File: src/design/umcd_pkg.sv
// ----------------------------------------------------------------------------
// umcd_pkg
// Shared types and constants for the UART motor command decoder.
// ----------------------------------------------------------------------------
package umcd_pkg;

  localparam int LINE_MAX_DEF = 100;

  localparam logic [15:0] WRAP_RESET = 16'd62500;

  localparam logic [7:0] CH_NUL   = 8'h00;
  localparam logic [7:0] CH_TAB   = 8'h09;
  localparam logic [7:0] CH_LF    = 8'h0A;
  localparam logic [7:0] CH_VT    = 8'h0B;
  localparam logic [7:0] CH_FF    = 8'h0C;
  localparam logic [7:0] CH_CR    = 8'h0D;
  localparam logic [7:0] CH_SPACE = 8'h20;
  localparam logic [7:0] CH_OPEN  = 8'h28;
  localparam logic [7:0] CH_PLUS  = 8'h2B;
  localparam logic [7:0] CH_COMMA = 8'h2C;
  localparam logic [7:0] CH_MINUS = 8'h2D;
  localparam logic [7:0] CH_ZERO  = 8'h30;
  localparam logic [7:0] CH_NINE  = 8'h39;

  localparam logic [6:0] PCT_FULL = 7'd100;
  localparam logic [7:0] MAG_SAT  = 8'd255;

  // floor(x / 100) == (x * DIV100_RECIP) >> DIV100_SHIFT for x < 2**23
  localparam int          PROD_W       = 23;
  localparam int          RECIP_W      = 24;
  localparam logic [23:0] DIV100_RECIP = 24'd10737419;
  localparam int          DIV100_SHIFT = 30;

  typedef struct packed {
    logic       rev;
    logic [6:0] pct;
  } motor_cap_t;

  typedef struct packed {
    motor_cap_t left;
    motor_cap_t right;
  } cmd_cap_t;

endpackage

File: src/design/umcd_if.sv
// ----------------------------------------------------------------------------
// umcd_rx_if / umcd_cmd_if
// Valid/ready channels for received bytes and decoded motor commands.
// ----------------------------------------------------------------------------
interface umcd_rx_if;
  logic       valid;
  logic       ready;
  logic [7:0] rx_byte;

  modport source (output valid, output rx_byte, input ready);
  modport sink (input valid, input rx_byte, output ready);
endinterface

interface umcd_cmd_if;
  logic        valid;
  logic        ready;
  logic        left_reverse;
  logic [15:0] left_level;
  logic        right_reverse;
  logic [15:0] right_level;

  modport source (
    output valid, output left_reverse, output left_level,
    output right_reverse, output right_level, input ready
  );
  modport sink (
    input valid, input left_reverse, input left_level,
    input right_reverse, input right_level, output ready
  );
endinterface

File: src/design/umcd_parser.sv
// ----------------------------------------------------------------------------
// umcd_parser
// Per-byte "(a,b)" line parser; captures clipped powers at end of line.
// ----------------------------------------------------------------------------
module umcd_parser #(
  parameter int LineMax = umcd_pkg::LINE_MAX_DEF
) (
  input  logic              clk,
  input  logic              rst,
  umcd_rx_if.sink           rx,
  output logic              cap_valid,
  output umcd_pkg::cmd_cap_t cap,
  input  logic              cap_take
);
  import umcd_pkg::*;

  localparam int CntW = $clog2(LineMax + 1);

  typedef enum logic [2:0] {
    P_OPEN, P_PRE1, P_INT1, P_COMMA, P_PRE2, P_INT2, P_DONE, P_FAIL
  } phase_t;

  phase_t            phase, phase_next;
  logic [CntW-1:0]   count;
  logic              digit_seen, digit_seen_next;
  logic              neg1, neg1_next, neg2, neg2_next;
  logic [7:0]        mag1, mag1_next, mag2, mag2_next;

  logic              accept, line_end, found, is_digit, is_blank, is_sign, is_minus;
  logic [3:0]        dval;
  logic [7:0]        mag_sel, mag_add;
  logic [11:0]       mag_wide;

  function automatic motor_cap_t clip(input logic neg, input logic [7:0] mag);
    logic [6:0] m;
    motor_cap_t r;
    m = (mag > 8'(PCT_FULL)) ? PCT_FULL : mag[6:0];
    if (neg && (m != 7'd0)) begin
      r.rev = 1'b1;
      r.pct = PCT_FULL - m;
    end else begin
      r.rev = 1'b0;
      r.pct = m;
    end
    return r;
  endfunction

  assign rx.ready = !cap_valid || cap_take;
  assign accept   = rx.valid && rx.ready;
  assign line_end = (rx.rx_byte == CH_CR) || (rx.rx_byte == CH_LF)
                    || (count == CntW'(LineMax));
  assign found    = (phase == P_DONE) || ((phase == P_INT2) && digit_seen);

  assign is_digit = (rx.rx_byte >= CH_ZERO) && (rx.rx_byte <= CH_NINE);
  assign is_blank = (rx.rx_byte == CH_SPACE) || (rx.rx_byte == CH_TAB)
                    || (rx.rx_byte == CH_VT) || (rx.rx_byte == CH_FF)
                    || (rx.rx_byte == CH_CR) || (rx.rx_byte == CH_LF);
  assign is_minus = (rx.rx_byte == CH_MINUS);
  assign is_sign  = is_minus || (rx.rx_byte == CH_PLUS);
  assign dval     = 4'(rx.rx_byte - CH_ZERO);

  // One decimal digit into whichever integer is active, saturating at 255
  assign mag_sel  = ((phase == P_PRE2) || (phase == P_INT2)) ? mag2 : mag1;
  assign mag_wide = 12'(mag_sel) * 12'd10 + 12'(dval);
  assign mag_add  = (mag_wide > 12'(MAG_SAT)) ? MAG_SAT : mag_wide[7:0];

  always_comb begin
    phase_next      = phase;
    digit_seen_next = digit_seen;
    neg1_next       = neg1;
    neg2_next       = neg2;
    mag1_next       = mag1;
    mag2_next       = mag2;
    if ((phase != P_DONE) && (phase != P_FAIL)) begin
      if (rx.rx_byte == CH_NUL) begin
        phase_next = ((phase == P_INT2) && digit_seen) ? P_DONE : P_FAIL;
      end else begin
        unique case (phase)
          P_OPEN: begin
            phase_next = (rx.rx_byte == CH_OPEN) ? P_PRE1 : P_FAIL;
          end
          P_PRE1, P_PRE2: begin
            if (is_blank) begin
              phase_next = phase;
            end else if (is_sign) begin
              if (phase == P_PRE2) neg2_next = is_minus;
              else neg1_next = is_minus;
              phase_next = (phase == P_PRE2) ? P_INT2 : P_INT1;
            end else if (is_digit) begin
              if (phase == P_PRE2) mag2_next = mag_add;
              else mag1_next = mag_add;
              digit_seen_next = 1'b1;
              phase_next = (phase == P_PRE2) ? P_INT2 : P_INT1;
            end else begin
              phase_next = P_FAIL;
            end
          end
          P_INT1: begin
            if (is_digit) begin
              mag1_next       = mag_add;
              digit_seen_next = 1'b1;
            end else if (digit_seen) begin
              digit_seen_next = 1'b0;
              phase_next = (rx.rx_byte == CH_COMMA) ? P_PRE2 : P_FAIL;
            end else begin
              phase_next = P_FAIL;
            end
          end
          P_COMMA: begin
            phase_next = (rx.rx_byte == CH_COMMA) ? P_PRE2 : P_FAIL;
          end
          P_INT2: begin
            if (is_digit) begin
              mag2_next       = mag_add;
              digit_seen_next = 1'b1;
            end else begin
              phase_next = digit_seen ? P_DONE : P_FAIL;
            end
          end
          default: phase_next = P_FAIL;
        endcase
      end
    end
  end

  always_ff @(posedge clk) begin
    if (rst) begin
      phase      <= P_OPEN;
      count      <= '0;
      digit_seen <= 1'b0;
      neg1       <= 1'b0;
      neg2       <= 1'b0;
      mag1       <= '0;
      mag2       <= '0;
      cap_valid  <= 1'b0;
    end else begin
      if (cap_take) cap_valid <= 1'b0;
      if (accept) begin
        if (line_end) begin
          // drop the terminating byte, emit if both integers were read
          if (found) begin
            cap_valid <= 1'b1;
            cap.left  <= clip(neg1, mag1);
            cap.right <= clip(neg2, mag2);
          end
          phase      <= P_OPEN;
          count      <= '0;
          digit_seen <= 1'b0;
          neg1       <= 1'b0;
          neg2       <= 1'b0;
          mag1       <= '0;
          mag2       <= '0;
        end else begin
          count      <= CntW'(count + 1'b1);
          phase      <= phase_next;
          digit_seen <= digit_seen_next;
          neg1       <= neg1_next;
          neg2       <= neg2_next;
          mag1       <= mag1_next;
          mag2       <= mag2_next;
        end
      end
    end
  end

endmodule

File: src/design/umcd_scale.sv
// ----------------------------------------------------------------------------
// umcd_scale
// Scales captured powers to PWM levels: wrap * pct, then divide by 100.
// ----------------------------------------------------------------------------
module umcd_scale (
  input  logic               clk,
  input  logic               rst,
  input  logic               cfg_we,
  input  logic [15:0]        cfg_wdata,
  input  logic               cap_valid,
  input  umcd_pkg::cmd_cap_t cap,
  output logic               cap_take,
  umcd_cmd_if.source         cmd
);
  import umcd_pkg::*;

  localparam int FullW = PROD_W + RECIP_W;

  logic [15:0]       pwm_wrap;
  logic              prod_valid;
  logic              rev_l, rev_r;
  logic [PROD_W-1:0] prod_l, prod_r;
  logic              out_free, prod_free;
  logic [FullW-1:0]  full_l, full_r;

  assign out_free  = !cmd.valid || cmd.ready;
  assign prod_free = !prod_valid || out_free;
  assign cap_take  = prod_free;

  // reciprocal multiply stands in for the divide by 100
  assign full_l = FullW'(prod_l) * FullW'(DIV100_RECIP);
  assign full_r = FullW'(prod_r) * FullW'(DIV100_RECIP);

  always_ff @(posedge clk) begin
    if (rst) begin
      pwm_wrap   <= WRAP_RESET;
      prod_valid <= 1'b0;
      cmd.valid  <= 1'b0;
    end else begin
      if (cfg_we) pwm_wrap <= cfg_wdata;
      if (prod_free) begin
        prod_valid <= cap_valid;
        rev_l      <= cap.left.rev;
        rev_r      <= cap.right.rev;
        prod_l     <= PROD_W'(pwm_wrap * 23'(cap.left.pct));
        prod_r     <= PROD_W'(pwm_wrap * 23'(cap.right.pct));
      end
      if (out_free) begin
        cmd.valid         <= prod_valid;
        cmd.left_reverse  <= rev_l;
        cmd.right_reverse <= rev_r;
        cmd.left_level    <= full_l[DIV100_SHIFT +: 16];
        cmd.right_level   <= full_r[DIV100_SHIFT +: 16];
      end
    end
  end

endmodule

File: src/design/uart_motor_command_decoder_unit.sv
// ----------------------------------------------------------------------------
// uart_motor_command_decoder_unit
// A line-ending byte fills the capture register, then the product register, and
// then the output register, which raises cmd.valid.
// Throughput: one byte per cycle; a byte stalls only while all three stages
// (capture, product, output register) are full and the result is not taken.
// Reset clears the line parser and all stage valids; pwm_wrap returns to 62500.
// ----------------------------------------------------------------------------
module uart_motor_command_decoder_unit #(
  parameter int LineMax = umcd_pkg::LINE_MAX_DEF
) (
  input  logic        clk,
  input  logic        rst,
  umcd_rx_if.sink     rx,
  umcd_cmd_if.source  cmd,
  input  logic        cfg_we,
  input  logic [15:0] cfg_wdata
);
  import umcd_pkg::*;

  logic     cap_valid;
  logic     cap_take;
  cmd_cap_t cap;

  umcd_parser #(
    .LineMax (LineMax)
  ) u_parser (
    .clk       (clk),
    .rst       (rst),
    .rx        (rx),
    .cap_valid (cap_valid),
    .cap       (cap),
    .cap_take  (cap_take)
  );

  umcd_scale u_scale (
    .clk       (clk),
    .rst       (rst),
    .cfg_we    (cfg_we),
    .cfg_wdata (cfg_wdata),
    .cap_valid (cap_valid),
    .cap       (cap),
    .cap_take  (cap_take),
    .cmd       (cmd)
  );

endmodule

File: src/flat_wrapper.sv
// flat-port wrapper written by rule: the top's interface ports become plain ports
module uart_motor_command_decoder_unit_flat import umcd_pkg::*;
#(
  parameter int LineMax = umcd_pkg::LINE_MAX_DEF
)
  (clk, rst, cfg_we, cfg_wdata, rx_valid, rx_rx_byte, rx_ready, cmd_valid, cmd_left_reverse, cmd_left_level, cmd_right_reverse, cmd_right_level, cmd_ready);
  umcd_rx_if rx_i ();
  umcd_cmd_if cmd_i ();
  input  logic clk;
  input  logic rst;
  input  logic cfg_we;
  input  logic [15:0] cfg_wdata;
  input wire logic [$bits(rx_i.valid)-1:0] rx_valid;
  input wire logic [$bits(rx_i.rx_byte)-1:0] rx_rx_byte;
  output wire logic [$bits(rx_i.ready)-1:0] rx_ready;
  output wire logic [$bits(cmd_i.valid)-1:0] cmd_valid;
  output wire logic [$bits(cmd_i.left_reverse)-1:0] cmd_left_reverse;
  output wire logic [$bits(cmd_i.left_level)-1:0] cmd_left_level;
  output wire logic [$bits(cmd_i.right_reverse)-1:0] cmd_right_reverse;
  output wire logic [$bits(cmd_i.right_level)-1:0] cmd_right_level;
  input wire logic [$bits(cmd_i.ready)-1:0] cmd_ready;
  assign rx_i.valid = rx_valid;
  assign rx_i.rx_byte = rx_rx_byte;
  assign rx_ready = rx_i.ready;
  assign cmd_valid = cmd_i.valid;
  assign cmd_left_reverse = cmd_i.left_reverse;
  assign cmd_left_level = cmd_i.left_level;
  assign cmd_right_reverse = cmd_i.right_reverse;
  assign cmd_right_level = cmd_i.right_level;
  assign cmd_i.ready = cmd_ready;
  uart_motor_command_decoder_unit #(.LineMax(LineMax)) u_core (.clk(clk), .rst(rst), .rx(rx_i), .cmd(cmd_i), .cfg_we(cfg_we), .cfg_wdata(cfg_wdata));
endmodule
File: config.mk
export PLATFORM = sky130hd
export DESIGN_NAME = uart_motor_command_decoder_unit_flat
export DESIGN_NICKNAME = d
export VERILOG_FILES = /design/src/design/umcd_pkg.sv /design/src/design/umcd_if.sv /design/src/design/umcd_parser.sv /design/src/design/umcd_scale.sv /design/src/design/uart_motor_command_decoder_unit.sv /design/src/flat_wrapper.sv
export SDC_FILE = /design/constraint.sdc
export NUM_CORES = 2
export LEC_CHECK = 0
export BUFFER_PORTS_ARGS = -buffer_cell sky130_fd_sc_hd__buf_2
export CAP_MARGIN = 20
export CORE_ASPECT_RATIO = 2
export CORE_MARGIN = 3
export CORE_UTILIZATION = 60
export DETAILED_ROUTE_END_ITERATION = 7
export PLACE_DENSITY = 0.78
export SLEW_MARGIN = 20
export SYNTH_ARGS = -nofsm -noshare
export SYNTH_HDL_FRONTEND = slang
export SYNTH_HIERARCHICAL = 1
export SYNTH_SLANG_ARGS = --single-unit
File: constraint.sdc
create_clock -name clk -period 8.8 [get_ports clk]
set_input_delay 2.2 -clock clk [delete_from_list [all_inputs] [get_ports clk]]
set_output_delay 2.2 -clock clk [all_outputs]
set_load 0.02 [all_outputs]
==> impl_metrics.json <==
{
  "rsz0062_at_grt": "no",
  "antenna_cells": 0,
  "reg2reg_to": "u_core/u_scale/cmd.left_level[14]",
  "cts_root_buf": "clkbuf_16",
  "fin_crit_ns": 7.358,
  "end_kind": "flop",
  "cts_hold_buf": 0,
  "io_buffers": 64,
  "dr.pass1.iters": 5,
  "syn_area_um2": 31690,
  "dieArea_um2": 55780,
  "ys_types": 91,
  "antenna_found_initial": 0,
  "wire_per_inst_um": 20.82,
  "vias": 23060,
  "cts_buffers": 17,
  "cts_buffer_depth": 2,
  "numClockSinks": 146,
  "whs_path_depth": 0,
  "grt_pass1_vias": 25620,
  "maxSlewViolCount": 0,
  "grt_pass1_wl_mm": 131.5,
  "grt_max_degree": 49,
  "synth_enable_flop_cells": 98,
  "n_fill_cell": 4224,
  "post_cts.repair.setup_buffers": 0,
  "cts_resized": 0,
  "first_iter_violations": 1032,
  "path_class": "reg2reg",
  "rrSetupSlack_ns": 1.44,
  "async_reset_ff_share_pct": 0,
  "final.setup_skew_ns": 0.01400,
  "core_area_um2": 51970,
  "drc": 0,
  "syn_avg_cell_area_um2": 9.793,
  "outcome": "complete, no violations",
  "cp_max_fo": 7,
  "die_w_um": 168.5,
  "worstMarginPinSlew_ns": 1.092,
  "die_h_um": 331.0,
  "rr_startpoint": "u_core/u_scale/prod_l[5]",
  "layout-drive-gt1-share_pct": 4.478,
  "final.setup.tns_ns": 0,
  "fin_nets": 4405,
  "fmax_ghz": 0.1359,
  "track_usage_pct": 30.67,
  "hold_path.startpoint": "u_core/u_parser/cap[15]",
  "h-tree-depth": 4,
  "worstRegToRegCells": 21,
  "yosysSeqAreaShare_pct": 12.32,
  "cap_viol_max_count": 0,
  "gp_congestion": 1.017,
  "crit_path_start_kind": "flop",
  "ys.flop_type": "edfxtp_1",
  "clk_pin_slew_worst_paths_ns": 0.07,
  "hold_end": "u_core/u_scale/rev_l",
  "finalSetupViolations": 0,
  "required_ns": 9.06,
  "boundaryPins": 65,
  "worstPathArrival_ns": 7.62,
  "initial_core_util_pct": 60.98,
  "fin_util_pct": 64.00,
  "yosys_warnings": 6,
  "final.period_utilization_pct": 83.61,
  "finalHoldViolCount": 0,
  "slew-limit-headroom_pct": 27.03,
  "clock_latency_ns": 0.46,
  "drtAntennaViolNets": 0,
  "overflow": 0,
  "dp_hpwl_mm": 71.17,
  "synth_cells": 3236,
  "fp-row-count": 118,
  "viasPerCell": 5.847,
  "syn_to_final_growth_pct": 4.963,
  "synthesis.nets": 4371,
  "ys_ff_latch": 146,
  "hp-class": "reg2reg",
  "cts_tree": "built",
  "drt-total-wl_mm": 82.09
}
-- worst max-delay path by stage --
| stage | start | end | cells past startpoint |
|---|---|---|---|
| 6_report | u_core/u_scale/prod_l[5] | u_core/u_scale/cmd.left_level[14] | 21 |
| 5_1_grt | u_core/u_scale/prod_l[5] | u_core/u_scale/cmd.left_level[14] | 21 |
| 4_1_cts | u_core/u_scale/prod_l[5] | u_core/u_scale/cmd.left_level[14] | 21 |
| 3_5_place_dp | u_core/u_scale/prod_l[5] | u_core/u_scale/cmd.left_level[14] | 21 |
| 3_3_place_gp | u_core/u_scale/prod_l[6] | u_core/u_scale/cmd.left_level[14] | 23 |
| 2_1_floorplan | u_core/u_scale/prod_l[6] | u_core/u_scale/cmd.left_level[14] | 23 |
-- worst max-delay path, stage by stage, from the launching register on --
cell and delay [ns]:
edfxtp_1 0.59, inv_1 0.17, fa_1 0.50, fa_1 0.47, fa_1 0.51, fa_1 0.58
inv_1 0.09, fa_1 0.50, fa_1 0.50, inv_1 0.05, fa_1 0.47, inv_1 0.04
ha_1 0.32, nand3_1 0.12, nor3_1 0.31, nand3_1 0.12, a2111oi_1 0.60, o21ai_1 0.27
nand3_1 0.23, a2111oi_2 0.11, or4b_1 0.51, o311ai_1 0.11
-- Yosys cell counts, drive strengths merged, types with 13 or more instances --
cell type,instances,share of area (%)
inv,774,9.2
ha,578,23
fa,528,33
nand2,226,2.7
nor2,125,1.5
a21oi,114,1.8
edfxtp,98,9.3
and2,90,1.8
o21ai,76,1.2
xnor2,60,1.7
dfxtp,48,3.0
clkbuf,45,0.53
a21o,40,0.95
nand3,34,0.54
xor2,31,0.86
nor3,30,0.49
a211oi,24,0.66
a31oi,21,0.41
nand4,21,0.41
nor2b,21,0.41
o22ai,21,0.41
and3,15,0.30
buf,15,0.30
nand2b,15,0.30
mux2i,13,0.41
-- flip-flops by register name, indices dropped and copies added (netlist names) --
register and cells:
u_core/u_parser/phase 3, u_core/u_scale/prod_l 23, u_core/u_scale/cmd.right_level 16, u_core/u_scale/rev_r 1, u_core/u_scale/cmd.right_reverse 1, u_core/u_parser/neg1 1, u_core/u_parser/cap_valid 1, u_core/u_parser/digit_seen 1
u_core/u_parser/count 7, u_core/u_scale/cmd.left_level 16, u_core/u_scale/rev_l 1, u_core/u_scale/cmd.left_reverse 1, u_core/u_scale/cmd.valid 1, u_core/u_parser/mag2 8, u_core/u_parser/neg2 1, u_core/u_scale/prod_valid 1
u_core/u_scale/pwm_wrap 16, u_core/u_scale/prod_r 23, u_core/u_parser/mag1 8, u_core/u_parser/cap 16
-- routing by layer --
metal	vias to the layer above	wire length, µm	GRT usage [%]
li1	10490	-	-
met2	788	44250	57.41
met3	383	3268	3.787
met4	0	9047	27.08
met1	11390	25520	28.77
met5	-	0	0
-- metrics by stage --
step | instances | worst slack (ns) | hold slack [ns] | area, µm²
5_1_grt | 3943 | 1.232 | 0.4399 | 33260
6_report | 3943 | 1.442 | 0.4234 | 33260
4_1_cts | 3943 | 1.540 | 0.4289 | 33260
3_3_place_gp | 3911 | 1.716 | 0.4066 | 32670
3_5_place_dp | 3911 | 1.565 | 0.4112 | 32670
2_1_floorplan | 3236 | 2.385 | 0.4003 | 31690
-- final cells by class --
| type | count | area, µm² | share of cell area (%) |
|---|---|---|---|
| inverters | 774 | 2905 | 8.735 |
| clock inverters | 15 | 162.7 | 0.4890 |
| well taps | 660 | 825.8 | 2.483 |
| clock buffers | 17 | 425.4 | 1.279 |
| flip-flops and latches | 146 | 3904 | 11.74 |
| repair buffers | 75 | 402.9 | 1.211 |
| multi-input cells | 2256 | 24640 | 74.07 |
-- cells in the final DEF (no fill, tap or decap), drive strengths merged, types with 8 or more instances in the layout --
| cell | count |
|---|---|
| o21ai | 76 |
| xnor2 | 60 |
| and3 | 15 |
| or4 | 8 |
| and2 | 90 |
| nand4 | 21 |
| or3 | 12 |
| a211oi | 24 |
| nor2b | 21 |
| nand2b | 15 |
| o22ai | 21 |
| a31oi | 21 |
| buf | 75 |
| nand2 | 226 |
| nor3 | 30 |
| clkbuf | 17 |
| nor4 | 9 |
| dfxtp | 48 |
| nor2 | 125 |
| inv | 782 |
| mux2i | 13 |
| a21oi | 114 |
| a21o | 40 |
| xor2 | 31 |
| nand3 | 34 |
| o21bai | 11 |
| ha | 578 |
| o31ai | 8 |
| o211ai | 12 |
| a211o | 10 |
| edfxtp | 98 |
| fa | 528 |
| o21a | 12 |
-- cells by family (layout without fill, tap and decap cells) --
family / after synthesis / after routing / synth area share (%)
XOR/XNOR: 92 / 92 / 2.586
multiplexers: 14 / 14 / 0.4461
flip-flops: 146 / 146 / 12.32
buffers and inverters: 834 / 881 / 9.997
adder cells (fa/ha/maj): 1106 / 1106 / 56.18
AO/OA/AOI/OAI: 404 / 404 / 8.540
AND/OR/NAND/NOR: 640 / 640 / 9.934
Power is left out: the tool's default activity adds up to more than one toggle a clock period on the data nets, which glitch-free logic cannot reach.
